### src/hci_pkg.sv
package hci_pkg;

   localparam int unsigned DATA_WORDS_DEFAULT = 1024;
   localparam int unsigned WORD_W = 16;
   localparam int unsigned PC_W = 15;
   localparam int unsigned INST_W = 16;
   localparam int unsigned MADDR_W = 10;
   localparam int unsigned FAULT_W = 2;
   localparam int unsigned RSP_W = 96;

   localparam logic [15:0] PLEN_RESET = 16'h8000;

   localparam logic [1:0] FAULT_OK    = 2'd0;
   localparam logic [1:0] FAULT_COMP  = 2'd1;
   localparam logic [1:0] FAULT_RANGE = 2'd2;

   typedef struct packed {
      logic [15:0] a;
      logic [15:0] d;
      logic [14:0] pc;
   } cpu_state_type;

   typedef struct packed {
      logic [14:0] next_pc;
      logic        jump_taken;
      logic [15:0] alu_value;
      logic [15:0] a_value;
      logic [15:0] d_value;
      logic        mem_write;
      logic [1:0]  fault;
   } exec_result_type;

   // {a, zx nx zy ny f no}: true for the 28 published comp codes
   function automatic logic comp_valid(input logic [6:0] code);
      logic ok;
      case (code) inside
         7'h2A, 7'h3F, 7'h3A, 7'h0C, 7'h30, 7'h0D, 7'h31, 7'h0F, 7'h33,
         7'h1F, 7'h37, 7'h0E, 7'h32, 7'h02, 7'h13, 7'h07, 7'h00, 7'h15,
         7'h70, 7'h71, 7'h73, 7'h77, 7'h72, 7'h42, 7'h53, 7'h47, 7'h40,
         7'h55: begin
            ok = 1'b1;
         end
         default: begin
            ok = 1'b0;
         end
      endcase
      return ok;
   endfunction

endpackage

### src/hci_alu.sv
module hci_alu (
   input  logic [15:0]              inst,
   input  hci_pkg::cpu_state_type   state,
   input  logic [15:0]              m_value,
   input  logic [15:0]              plen,
   output hci_pkg::exec_result_type res
);

   logic        use_m;
   logic [5:0]  comp;
   logic [15:0] x0, x1, y0, y1, f_out, alu_out;
   logic        neg, zero, jump;
   logic [14:0] pc_inc, next;
   logic [1:0]  fault;

   assign use_m = inst[12];
   assign comp  = inst[11:6];

   always_comb begin
      x0 = comp[5] ? 16'h0000 : state.d;
      x1 = comp[4] ? ~x0 : x0;
      y0 = comp[3] ? 16'h0000 : (use_m ? m_value : state.a);
      y1 = comp[2] ? ~y0 : y0;
      f_out = comp[1] ? (x1 + y1) : (x1 & y1);
      alu_out = comp[0] ? ~f_out : f_out;
   end

   assign neg  = alu_out[15];
   assign zero = (alu_out == 16'h0000);
   assign pc_inc = state.pc + 15'd1;

   always_comb begin
      res = '0;
      res.a_value = state.a;
      res.d_value = state.d;
      next = pc_inc;
      fault = hci_pkg::FAULT_OK;
      jump = 1'b0;
      if (!inst[15]) begin
         res.a_value = {1'b0, inst[14:0]};
      end else if (!hci_pkg::comp_valid({use_m, comp})) begin
         fault = hci_pkg::FAULT_COMP;
         next = state.pc;
      end else begin
         jump = (inst[2] & neg) | (inst[1] & zero) | (inst[0] & ~neg & ~zero);
         res.alu_value = alu_out;
         if (inst[5]) begin
            res.a_value = alu_out;
         end
         if (inst[4]) begin
            res.d_value = alu_out;
         end
         res.mem_write = inst[3];
         // target is A before this instruction's write
         if (jump) begin
            next = state.a[14:0];
         end
      end
      if (fault == hci_pkg::FAULT_OK && {1'b0, next} >= plen) begin
         fault = hci_pkg::FAULT_RANGE;
      end
      if (fault != hci_pkg::FAULT_OK) begin
         res.a_value = state.a;
         res.d_value = state.d;
         res.mem_write = 1'b0;
      end
      res.next_pc = next;
      res.jump_taken = jump;
      res.fault = fault;
   end

endmodule

### config.mk
export PLATFORM = sky130hd
export DESIGN_NAME = hci_alu
export DESIGN_NICKNAME = d
export VERILOG_FILES = /design/src/hci_pkg.sv /design/src/hci_alu.sv
export SDC_FILE = /design/constraint.sdc
export NUM_CORES = 1
export LEC_CHECK = 0
export BUFFER_PORTS_ARGS = -buffer_cell sky130_fd_sc_hd__buf_2
export CAP_MARGIN = 20
export CORE_MARGIN = 2
export CORE_UTILIZATION = 50
export DETAILED_ROUTE_END_ITERATION = 8
export PLACE_DENSITY_LB_ADDON = 0.1
export SETUP_SLACK_MARGIN = 0.15
export SYNTH_ARGS = -nofsm -noshare
export SYNTH_HDL_FRONTEND = slang
export SYNTH_SLANG_ARGS = --single-unit
### constraint.sdc
create_clock -name vclk -period 26.7
set_input_delay 4.005 -clock vclk [all_inputs]
set_output_delay 4.005 -clock vclk [all_outputs]
set_load 0.05 [all_outputs]
== Word level (Yosys, flattened, before mapping) ==
Cells that the tools add are included.

* Register bits: 0
* Logic and storage cells: 72
* Output and inout port bits: 67
* Input bits: 95

* Bitwise logic cells: 12
* $lt $le $gt $ge: 1
* Eq/ne operators: 27
* $add $sub $neg: 2
* Reduce and logical (&&, ||, !) cells: 6
* Multiplexer cells: 24

{| class="wikitable"
|+ Operator list
! cell !! number
|-
| 2-to-1 mux 16 bit || 11
|-
| equality test 7 bit, second input constant || 10
|-
| equality test 7 x 6 -> 1 bit, second input constant || 8
|-
| 2-to-1 mux 49 bit || 1
|-
| NOT 16 bit || 3
|-
| 2-to-1 mux 15 bit || 3
|-
| 2-to-1 mux 33 bit || 1
|-
| equality test 7 x 4 -> 1 bit, second input constant || 4
|-
| OR reduction 28 bit || 1
|-
| equality test 7 x 5 -> 1 bit, second input constant || 3
|-
| 2-to-1 mux 17 bit || 1
|-
| adder 16 bit || 1
|-
| AND 16 bit || 1
|-
| greater-or-equal comparator 15 x 16 -> 1 bit || 1
|-
| zero test 16 bit || 1
|-
| adder 15 x 1 -> 15 bit, second input constant || 1
|-
| equality test 7 x 2 -> 1 bit, second input constant || 1
|-
| equality test 7 x 3 -> 1 bit, second input constant || 1
|-
| zero test 7 bit || 1
|-
| 2-to-1 mux 1 bit || 6
|-
| AND 1 bit || 4
|-
| zero test 2 bit || 1
|-
| 2-to-1 mux 2 bit || 1
|-
| NOT 1 bit || 2
|-
| 3 further kinds || 4
|}

== Longest topological paths before layout ==
Gate-level depths: netlist of run 1.

* Depth in word-level cells: 20
* Gate-level depth with buffers: 30

== Least setup slack after synthesis of run 1 ==
No wires, ideal clock.

* Path kind: input to output
* Start: input port inst[12]
* End: output port res[25] (netlist name)
* Data arrival time: 11.875 ns
* Cell stages on the path: 25
* Data required time: 22.695 ns
* Path slack: 10.820 ns
* Path through: clkbuf_1 -> buf_1 -> mux2i_1 -> nor2_1 -> xor2_1 -> fa_1 -> a21o_1 -> a221oi_4 -> mux2i_1 -> o21ai_0 -> o2bb2a_4 -> nor4_4 -> nand4bb_4 -> mux2i_4 -> buf_4 -> a211oi_1 -> ha_1 -> a21o_1 -> a21oi_1 -> inv_1 -> a31oi_1 -> a311o_1 -> a21boi_1 -> clkbuf_1 -> a2bb2oi_1

{| class="wikitable"
|+ RTL lines
! item !! line !! RTL
|-
| from (decl) || hci_alu.sv:2 || <nowiki>input logic [15:0] inst,</nowiki>
|-
| to (decl) || hci_alu.sv:6 || <nowiki>output hci_pkg::exec_result_type res</nowiki>
|}

==> impl_metrics.env, run 1 <==
export IMPL_p_leak_nw=2.34
export IMPL_max_slew_margin_pct=41.6
export IMPL_sequentialPowerShare_pct=0
export IMPL_antenna_found_initial=0
export IMPL_syn_mean_instance_area_sq_um=6.90
export IMPL_timing_fmax_mhz=64.0
export IMPL_hold_class="input port to primary output"
export IMPL_crit_top_cell="a21o_1"
export IMPL_diodes=0
export IMPL_syn_nets=714
export IMPL_finalPower_uw=197
export IMPL_layout_nets=835
export IMPL_crit_fanout=18
export IMPL_tightest_slew_ns=0.876
export IMPL_seqCellArea_sq_um=0
export IMPL_io_pins=162
export IMPL_hold_violations=0
export IMPL_drc=0
export IMPL_cts_hold_buf=0
export IMPL_ys_seq_area_share_pct=0
export IMPL_worstPathArrival_ns=11.63
export IMPL_rsz0062_at_grt="no"
export IMPL_nFillCells=786
export IMPL_initial_core_util_pct=52.0
export IMPL_drive_gt1_share_pct=28.7
export IMPL_grt_pass1_vias=4675
export IMPL_drt_iter0_markers=295
export IMPL_post_cts_buffers=0
export IMPL_grt_max_degree=46
export IMPL_final_setup_viol_count=0
export IMPL_grt_pass1_wl_mm=22.7
export IMPL_clockPowerShare_pct=0
export IMPL_cap_viol_max_count=0
export IMPL_fp_dieH_um=93.9
export IMPL_die_x_um=93.9
export IMPL_wirelength_mm=14.1
export IMPL_critical_path_class="input port to primary output"
export IMPL_row_count=32
export IMPL_dp_slack_ns=11.11
export IMPL_cts_resized=0
export IMPL_crit_path_end_kind="primary output"
export IMPL_p_comb_share_pct=100.0
export IMPL_report_final_slew_viol_count=0
export IMPL_syn_inst=586
export IMPL_dp_hpwl_mm=11.3
export IMPL_globalRouteTotalUtil_pct=31.0
export IMPL_synth_cell_types=69
export IMPL_fin_crit_ns=15.64
export IMPL_finalHoldWorstSlack_ns=8.41
export IMPL_setup_slack_ns=11.06
export IMPL_die_area_sq_um=8820
export IMPL_crit_path_start_kind="input port"
export IMPL_final_antenna_net_count=0
export IMPL_status="complete, no violations"
export IMPL_grt_ovfl_total=0
export IMPL_tns_ns=0
export IMPL_n_clock_buffer=0
export IMPL_power_net_switching_uw=131
export IMPL_required_ns=22.69
export IMPL_slowest_delay_ns=0.79
export IMPL_io_buffers=162
export IMPL_vias=4984
export IMPL_vias_per_cell=6.18
export IMPL_intPower_uw=65.4
export IMPL_gp_congestion=0.947
export IMPL_finalCritPeriodShare_pct=58.6
export IMPL_wl_per_cell_um=17.5
export IMPL_synth_area_sq_um=4040
export IMPL_yosys_warnings=0
export IMPL_first_pass_iters=5
export IMPL_power_density_nw_per_um2=41.0
export IMPL_switching_share_pct=66.8
export IMPL_core_area_sq_um=7770
export IMPL_max_vdd_ir_drop_mv=0.0200
export IMPL_slowest_stage="and3_1"
export IMPL_area_growth_pct=18.7
export IMPL_seq_cell_count=0
## power groups by stage
stage / logic, mW / clock network (mW) / registers (mW)
floorplan: 0.149 / 0 / 0
global placement: 0.191 / 0 / 0
detailed placement: 0.193 / 0 / 0
CTS: 0.194 / 0 / 0
global route: 0.212 / 0 / 0
finish: 0.197 / 0 / 0
## cells in the mapped netlist, types with 3 or more instances
cell type / n / area share (%)
a21oi_1: 30 / 3.7
a211oi_1: 12 / 2.2
nand2b_1: 18 / 2.8
nor4_1: 6 / 0.93
ha_1: 32 / 9.9
nor2b_1: 4 / 0.62
a2bb2oi_1: 14 / 3.0
mux2i_1: 25 / 6.2
or2_2: 3 / 0.46
o2bb2ai_1: 8 / 1.7
mux2_2: 16 / 4.5
nor2_1: 63 / 5.8
o211ai_1: 4 / 0.74
a221oi_1: 3 / 0.65
buf_1: 3 / 0.28
nand2_1: 34 / 3.2
o22ai_1: 15 / 2.3
and2_1: 7 / 1.1
a211o_1: 4 / 0.87
buf_2: 15 / 1.9
o21ai_0: 17 / 2.1
o211a_1: 3 / 0.74
nand3_1: 25 / 3.1
a32oi_1: 8 / 1.7
clkbuf_1: 25 / 2.3
nand4_1: 7 / 1.1
or3_1: 5 / 0.77
xor2_1: 22 / 4.8
a21o_1: 14 / 2.6
inv_1: 24 / 2.2
xnor2_1: 31 / 6.7
and3_1: 20 / 3.1
o21a_1: 4 / 0.74
nor3_1: 18 / 2.2
a31oi_1: 4 / 0.62
## final cells by class
| cell class | instances | area [sq um] | share of cell area [%] |
|---|---|---|---|
| timing repair buffer | 165 | 833 | 17.4 |
| tap | 102 | 128 | 2.66 |
| multi-input combinational | 515 | 3740 | 78.0 |
| inverter | 25 | 93.8 | 1.96 |
## cells by family after synthesis
family	share of synthesized area [%]
AO/OA/AOI/OAI	30.9
buffers and inverters	7.43
AND/OR/NAND/NOR	28.0
adder cells (fa/ha/maj)	10.4
XOR/XNOR	11.5
multiplexers	11.8
## final timing paths
path / from / end / slack [ns] / cells past startpoint
max: inst[12] / res[13] / 11.06 / 28
min: state[20] / res[8] / 8.41 / 4
## metal layers
layer  share of wire [%]  vias to the layer above  GRT usage [%]  wire length (um)
met5                   0                        -              0                 0
met1                  43                     2310           40.5              6000
met3                 7.9                       25           4.82              1120
li1                    -                     2413              -                 -
met4                 1.9                        0           6.88               266
met2                  48                      236           53.3              6730
## stage by stage
stage                     cells  cell area, sq um  utilization (%)
final                       807              4800             61.8
after global routing        807              4800             61.8
after CTS                   807              4800             61.8
after detailed placement    807              4800             61.8
after global placement      807              4800             61.8
after floorplan             586              4040                -
## worst max-delay path, delay by kind of cell
family,cells,cell delay (ns)
simple gates,6,1.60
mux,5,1.56
compound gates,11,2.67
buf+inv,2,0.63
fa+ha+maj,3,0.97
xor+xnor,1,0.17
## cells in the final DEF (no fill, tap or decap), types with 3 or more instances in the layout
cell type and n:
a211o_1 4, a211oi_1 12, a21o_1 14, a21oi_1 30, a221oi_1 3, a2bb2oi_1 14
a31oi_1 4, a32oi_1 8, and2_1 7, and3_1 20, buf_2 162, buf_4 3
ha_1 32, inv_1 24, mux2_2 16, mux2i_1 25, nand2_1 34, nand2b_1 18
nand3_1 25, nand4_1 7, nor2_1 63, nor2b_1 4, nor3_1 18, nor4_1 6
o211a_1 3, o211ai_1 4, o21a_1 4, o21ai_0 17, o22ai_1 15, o2bb2ai_1 8
or2_2 3, or3_1 5, xnor2_1 31, xor2_1 22
(Power assumes the default switching activity.)
==> run 2: changes to the inputs <==
Settings changed: CORE_UTILIZATION 50 to 47.
Clock period 26.7 ns to 13.1 ns, I/O delays scaled along.
==> impl_metrics.env, run 2 (synthesis results as in run 1) <==
export IMPL_io_buffers=162
export IMPL_drive_gt1_share_pct=28.6
export IMPL_grt_ovfl_total=0
export IMPL_wl_met2_mm=6.97
export IMPL_cts_resized=0
export IMPL_crit_top_cell="a21o_1"
export IMPL_wl_per_cell_um=17.8
export IMPL_crit_path_start_kind="input port"
export IMPL_p_leak_nw=2.34
export IMPL_antenna_found_initial=0
export IMPL_wl_met3_mm=1.06
export IMPL_tns_ns=0
export IMPL_timing_fmax_mhz=87.0
export IMPL_wl_met1_mm=6.09
export IMPL_die_x_um=96.7
export IMPL_final_setup_viol_count=0
export IMPL_required_ns=11.14
export IMPL_grt_pass1_wl_mm=23.1
export IMPL_layout_commonest_cell="buf_2"
export IMPL_slowest_delay_ns=0.62
export IMPL_critical_path_class="input port to primary output"
export IMPL_vias_per_cell=6.22
export IMPL_finalCritPeriodShare_pct=87.8
export IMPL_globalRouteTotalUtil_pct=28.6
export IMPL_dp_hpwl_mm=11.6
export IMPL_tightest_slew_ns=0.943
export IMPL_hold_violations=0
export IMPL_layout_nets=834
export IMPL_worstHoldStart="state[20]"
export IMPL_vias=5034
export IMPL_drt_iter0_markers=275
export IMPL_slowest_stage="a21boi_1"
export IMPL_dp_slack_ns=1.60
export IMPL_final_cell_mix="162 x buf_2, 63 x nor2_1, 34 x nand2_1, 32 x ha_1, 31 x xnor2_1"
export IMPL_gp_congestion=0.954
export IMPL_finalNonFillerCells=809
export IMPL_row_count=33
export IMPL_grt_pass1_vias=4716
export IMPL_fin_crit_ns=11.50
export IMPL_cts_hold_buf=0
export IMPL_diodes=0
export IMPL_fp_dieH_um=96.7
export IMPL_startpoint="inst[12]"
export IMPL_die_area_sq_um=9360
export IMPL_report_final_slew_viol_count=0
export IMPL_topRoutingLayerUsed="met4"
export IMPL_post_cts_buffers=0
export IMPL_grt_max_degree=46
export IMPL_initial_core_util_pct=49.0
export IMPL_power_density_nw_per_um2=84.0
export IMPL_max_slew_margin_pct=37.2
export IMPL_hold_class="input port to primary output"
export IMPL_first_pass_iters=5
export IMPL_placed_cells=809
export IMPL_worstPathArrival_ns=9.54
export IMPL_max_vdd_ir_drop_mv=0.0491
export IMPL_setup_slack_ns=1.60
export IMPL_crit_fanout=18
export IMPL_status="complete, no violations"
export IMPL_seq_cell_count=0
export IMPL_crit_path_end_kind="primary output"
export IMPL_cap_viol_max_count=0
export IMPL_io_pins=162
export IMPL_wirelength_mm=14.4
export IMPL_seqCellArea_sq_um=0
export IMPL_final_antenna_net_count=0
export IMPL_core_area_sq_um=8260
export IMPL_nFillCells=867
export IMPL_area_growth_pct=18.6
export IMPL_drc=0
export IMPL_rsz0062_at_grt="no"
export IMPL_n_clock_buffer=0
## run 2: worst max-delay path: cells and delay by family
family	cells	cell delay (ns)
mux	3	1.22
fa+ha+maj	2	0.60
compound gates	14	4.10
buf+inv	3	0.99
simple gates	4	0.37
xor+xnor	1	0.29
## run 2: through the flow
stage               total power, mW  hold WS, ns  area (sq um)  util (%)
floorplan                     0.304         4.21          4040         -
global placement              0.391         4.34          4790      58.0
detailed placement            0.396         4.34          4790      58.0
CTS                           0.398         4.34          4790      58.0
global route                  0.432         4.35          4790      58.0
finish                        0.403         4.34          4790      58.0
## run 2: path summary, 6_finish.rpt
kind | to | slack, ns | depth (start not counted)
max | res[26] | 1.60 | 27
min | res[8] | 4.34 | 4
## run 2: final cells by class
type | count | area [sq um] | area share (%)
multi-input combinational | 515 | 3740 | 78.1
timing repair buffer | 164 | 826 | 17.2
tap | 105 | 131 | 2.74
inverter | 25 | 93.8 | 1.96
## run 2: power breakdown
| part | total [mW] | internal [mW] | leakage [nW] | switching (mW) |
|---|---|---|---|---|
| sequential | 0 | 0 | 0 | 0 |
| combinational | 0.403 | 0.133 | 2.34 | 0.269 |
| clock | 0 | 0 | 0 | 0 |
## run 2: per-layer routing
metal  vias up  track usage (%)
met3        22             3.11
li1       2415                -
met4         0             5.63
met1      2361             37.7
met5         -                0
met2       236             50.4
==> run 3: changes to the inputs <==
Settings changed: ABC_AREA from default to 1, CORE_UTILIZATION 47 to 49, RECOVER_POWER from default to 100.
==> impl_metrics.env, run 3 <==
export IMPL_status="complete, no violations"
export IMPL_yosys_area_top_type="nand2_1"
export IMPL_worstPathArrival_ns=9.23
export IMPL_required_ns=11.14
export IMPL_synth_area_sq_um=4620
export IMPL_cap_viol_max_count=0
export IMPL_core_area_sq_um=9200
export IMPL_crit_fanout=29
export IMPL_gp_congestion=1.00
export IMPL_max_vdd_ir_drop_mv=0.0452
export IMPL_synth_cell_types=38
export IMPL_globalRouteTotalUtil_pct=30.5
export IMPL_max_slew_margin_pct=2.60
export IMPL_final_cell_mix="240 x nand2_1, 161 x inv_1, 98 x buf_2, 65 x o21ai_0, 65 x clkbuf_1"
export IMPL_seq_cell_count=0
export IMPL_crit_path_start_kind="input port"
export IMPL_final_antenna_net_count=0
export IMPL_syn_nets=1010
export IMPL_synth_most_common_cell="nand2_1"
export IMPL_drt_iter0_markers=443
export IMPL_die_area_sq_um=10200
export IMPL_tns_ns=0
export IMPL_grt_max_degree=35
export IMPL_seqCellArea_sq_um=0
export IMPL_n_clock_buffer=0
export IMPL_worstHoldStart="state[29]"
export IMPL_yosys_warnings=0
export IMPL_p_leak_nw=3.08
export IMPL_critical_path_class="input port to primary output"
export IMPL_first_pass_iters=7
export IMPL_io_pins=162
export IMPL_syn_inst=882
export IMPL_fin_crit_ns=11.19
export IMPL_vias_per_cell=5.32
export IMPL_cts_hold_buf=0
export IMPL_finalCritPeriodShare_pct=85.4
export IMPL_drive_gt1_share_pct=17.3
export IMPL_cts_resized=0
export IMPL_stdcell_area_sq_um=5300
export IMPL_wirelength_mm=16.0
export IMPL_synthTopCellsByCount="240 x nand2_1, 160 x inv_1, 65 x o21ai_0"
export IMPL_drc=0
export IMPL_report_final_slew_viol_count=0
export IMPL_crit_path_end_kind="primary output"
export IMPL_hold_class="input port to primary output"
export IMPL_dpl_cell_area_sq_um=5380
export IMPL_diodes=0
export IMPL_fp_dieH_um=101
export IMPL_syn_mean_instance_area_sq_um=5.24
export IMPL_row_count=35
export IMPL_wl_per_cell_um=14.3
export IMPL_layout_nets=1136
export IMPL_hold_violations=0
export IMPL_final_setup_viol_count=0
export IMPL_timing_fmax_mhz=89.4
export IMPL_post_cts_buffers=0
export IMPL_initial_core_util_pct=50.3
export IMPL_layout_commonest_cell="nand2_1"
export IMPL_vias=5945
export IMPL_die_x_um=101
export IMPL_grt_ovfl_total=0
export IMPL_dp_hpwl_mm=13.1
export IMPL_antenna_found_initial=0
export IMPL_nFillCells=1065
export IMPL_tightest_slew_ns=1.46
export IMPL_area_growth_pct=14.6
export IMPL_grt_pass1_wl_mm=25.3
export IMPL_ys_seq_area_share_pct=0
export IMPL_io_buffers=162
export IMPL_yosys_top_cells_area="nand2_1 19%, inv_1 13%, ha_1 8.7%"
export IMPL_rsz0062_at_grt="no"
export IMPL_power_density_nw_per_um2=75.7
export IMPL_startpoint="inst[7]"
export IMPL_synth_top_cell_area_share_pct=19.5
export IMPL_grt_pass1_vias=5194
[run 3: cell count changes after synthesis, sizes merged, moves of 16 or more]
cell,delta
nor3,-17
xor2,+19
o21ai,+59
nand2,+237
xnor2,-27
nand2b,-18
mux2,-16
nand3,+63
mux2i,-27
and3,-19
inv,+139
[run 3: routing by layer]
layer	wire (um)	global-route usage [%]	up-vias
li1	-	-	3056
met1	7190	44.8	2582
met2	6850	49.4	295
met3	1770	3.54	12
met4	148	3.01	0
met5	0	0	-
[run 3: cell type report]
type	instances	area, sq um	area share, %
inverters	166	623	11.8
repair buffers	164	742	14.0
multi-input cells	676	3790	71.6
well taps	111	139	2.62
[run 3: per-stage QoR]
stage	cells	hold slack (ns)	setup slack, ns	power [mW]	util, %
floorplan	882	4.16	3.36	0.313	-
global placement	1116	4.35	2.55	0.401	58.5
detailed placement	1116	4.35	2.33	0.401	58.5
CTS	1116	4.35	2.29	0.403	58.5
global route	1117	4.39	1.11	0.445	57.6
finish	1117	4.36	1.91	0.401	57.6
[run 3: cells by family after synthesis]
kind of cell | count (synthesis) | share of synthesized area [%]
simple gates | 452 | 47.3
buf+inv | 206 | 17.9
compound gates | 146 | 16.9
xor+xnor | 45 | 8.85
fa+ha+maj | 33 | 9.10
[run 3: critical path: stages]
cell and delay (ns):
clkbuf_1 1.01, inv_1 0.83, a21oi_1 0.32, a21oi_1 0.09, a31oi_1 0.17, o211ai_1 0.17, nor2_1 1.15, nand3_1 0.20
nand2_1 0.14, inv_1 0.05, ha_1 0.26, inv_1 0.06, nand2_1 0.05, a21oi_1 0.11, o21ai_0 0.09, a21oi_1 0.15
nor2_1 0.05, nor2_1 0.08, o21ai_0 0.09, nand2_1 0.07, nand3_1 0.06, a21oi_1 0.29, nand3_1 0.46, clkbuf_1 0.50
o21ai_0 0.29, clkbuf_1 0.49
[run 3: power by group]
| part | total [mW] | switching [mW] | internal [mW] |
|---|---|---|---|
| Clock | 0 | 0 | 0 |
| Sequential | 0 | 0 | 0 |
| Combinational | 0.401 | 0.290 | 0.111 |
[run 3: final timing paths]
kind | to | slack (ns) | depth (start not counted)
worst max-delay path | res[18] | 1.91 | 26
worst min-delay path | res[17] | 4.36 | 4
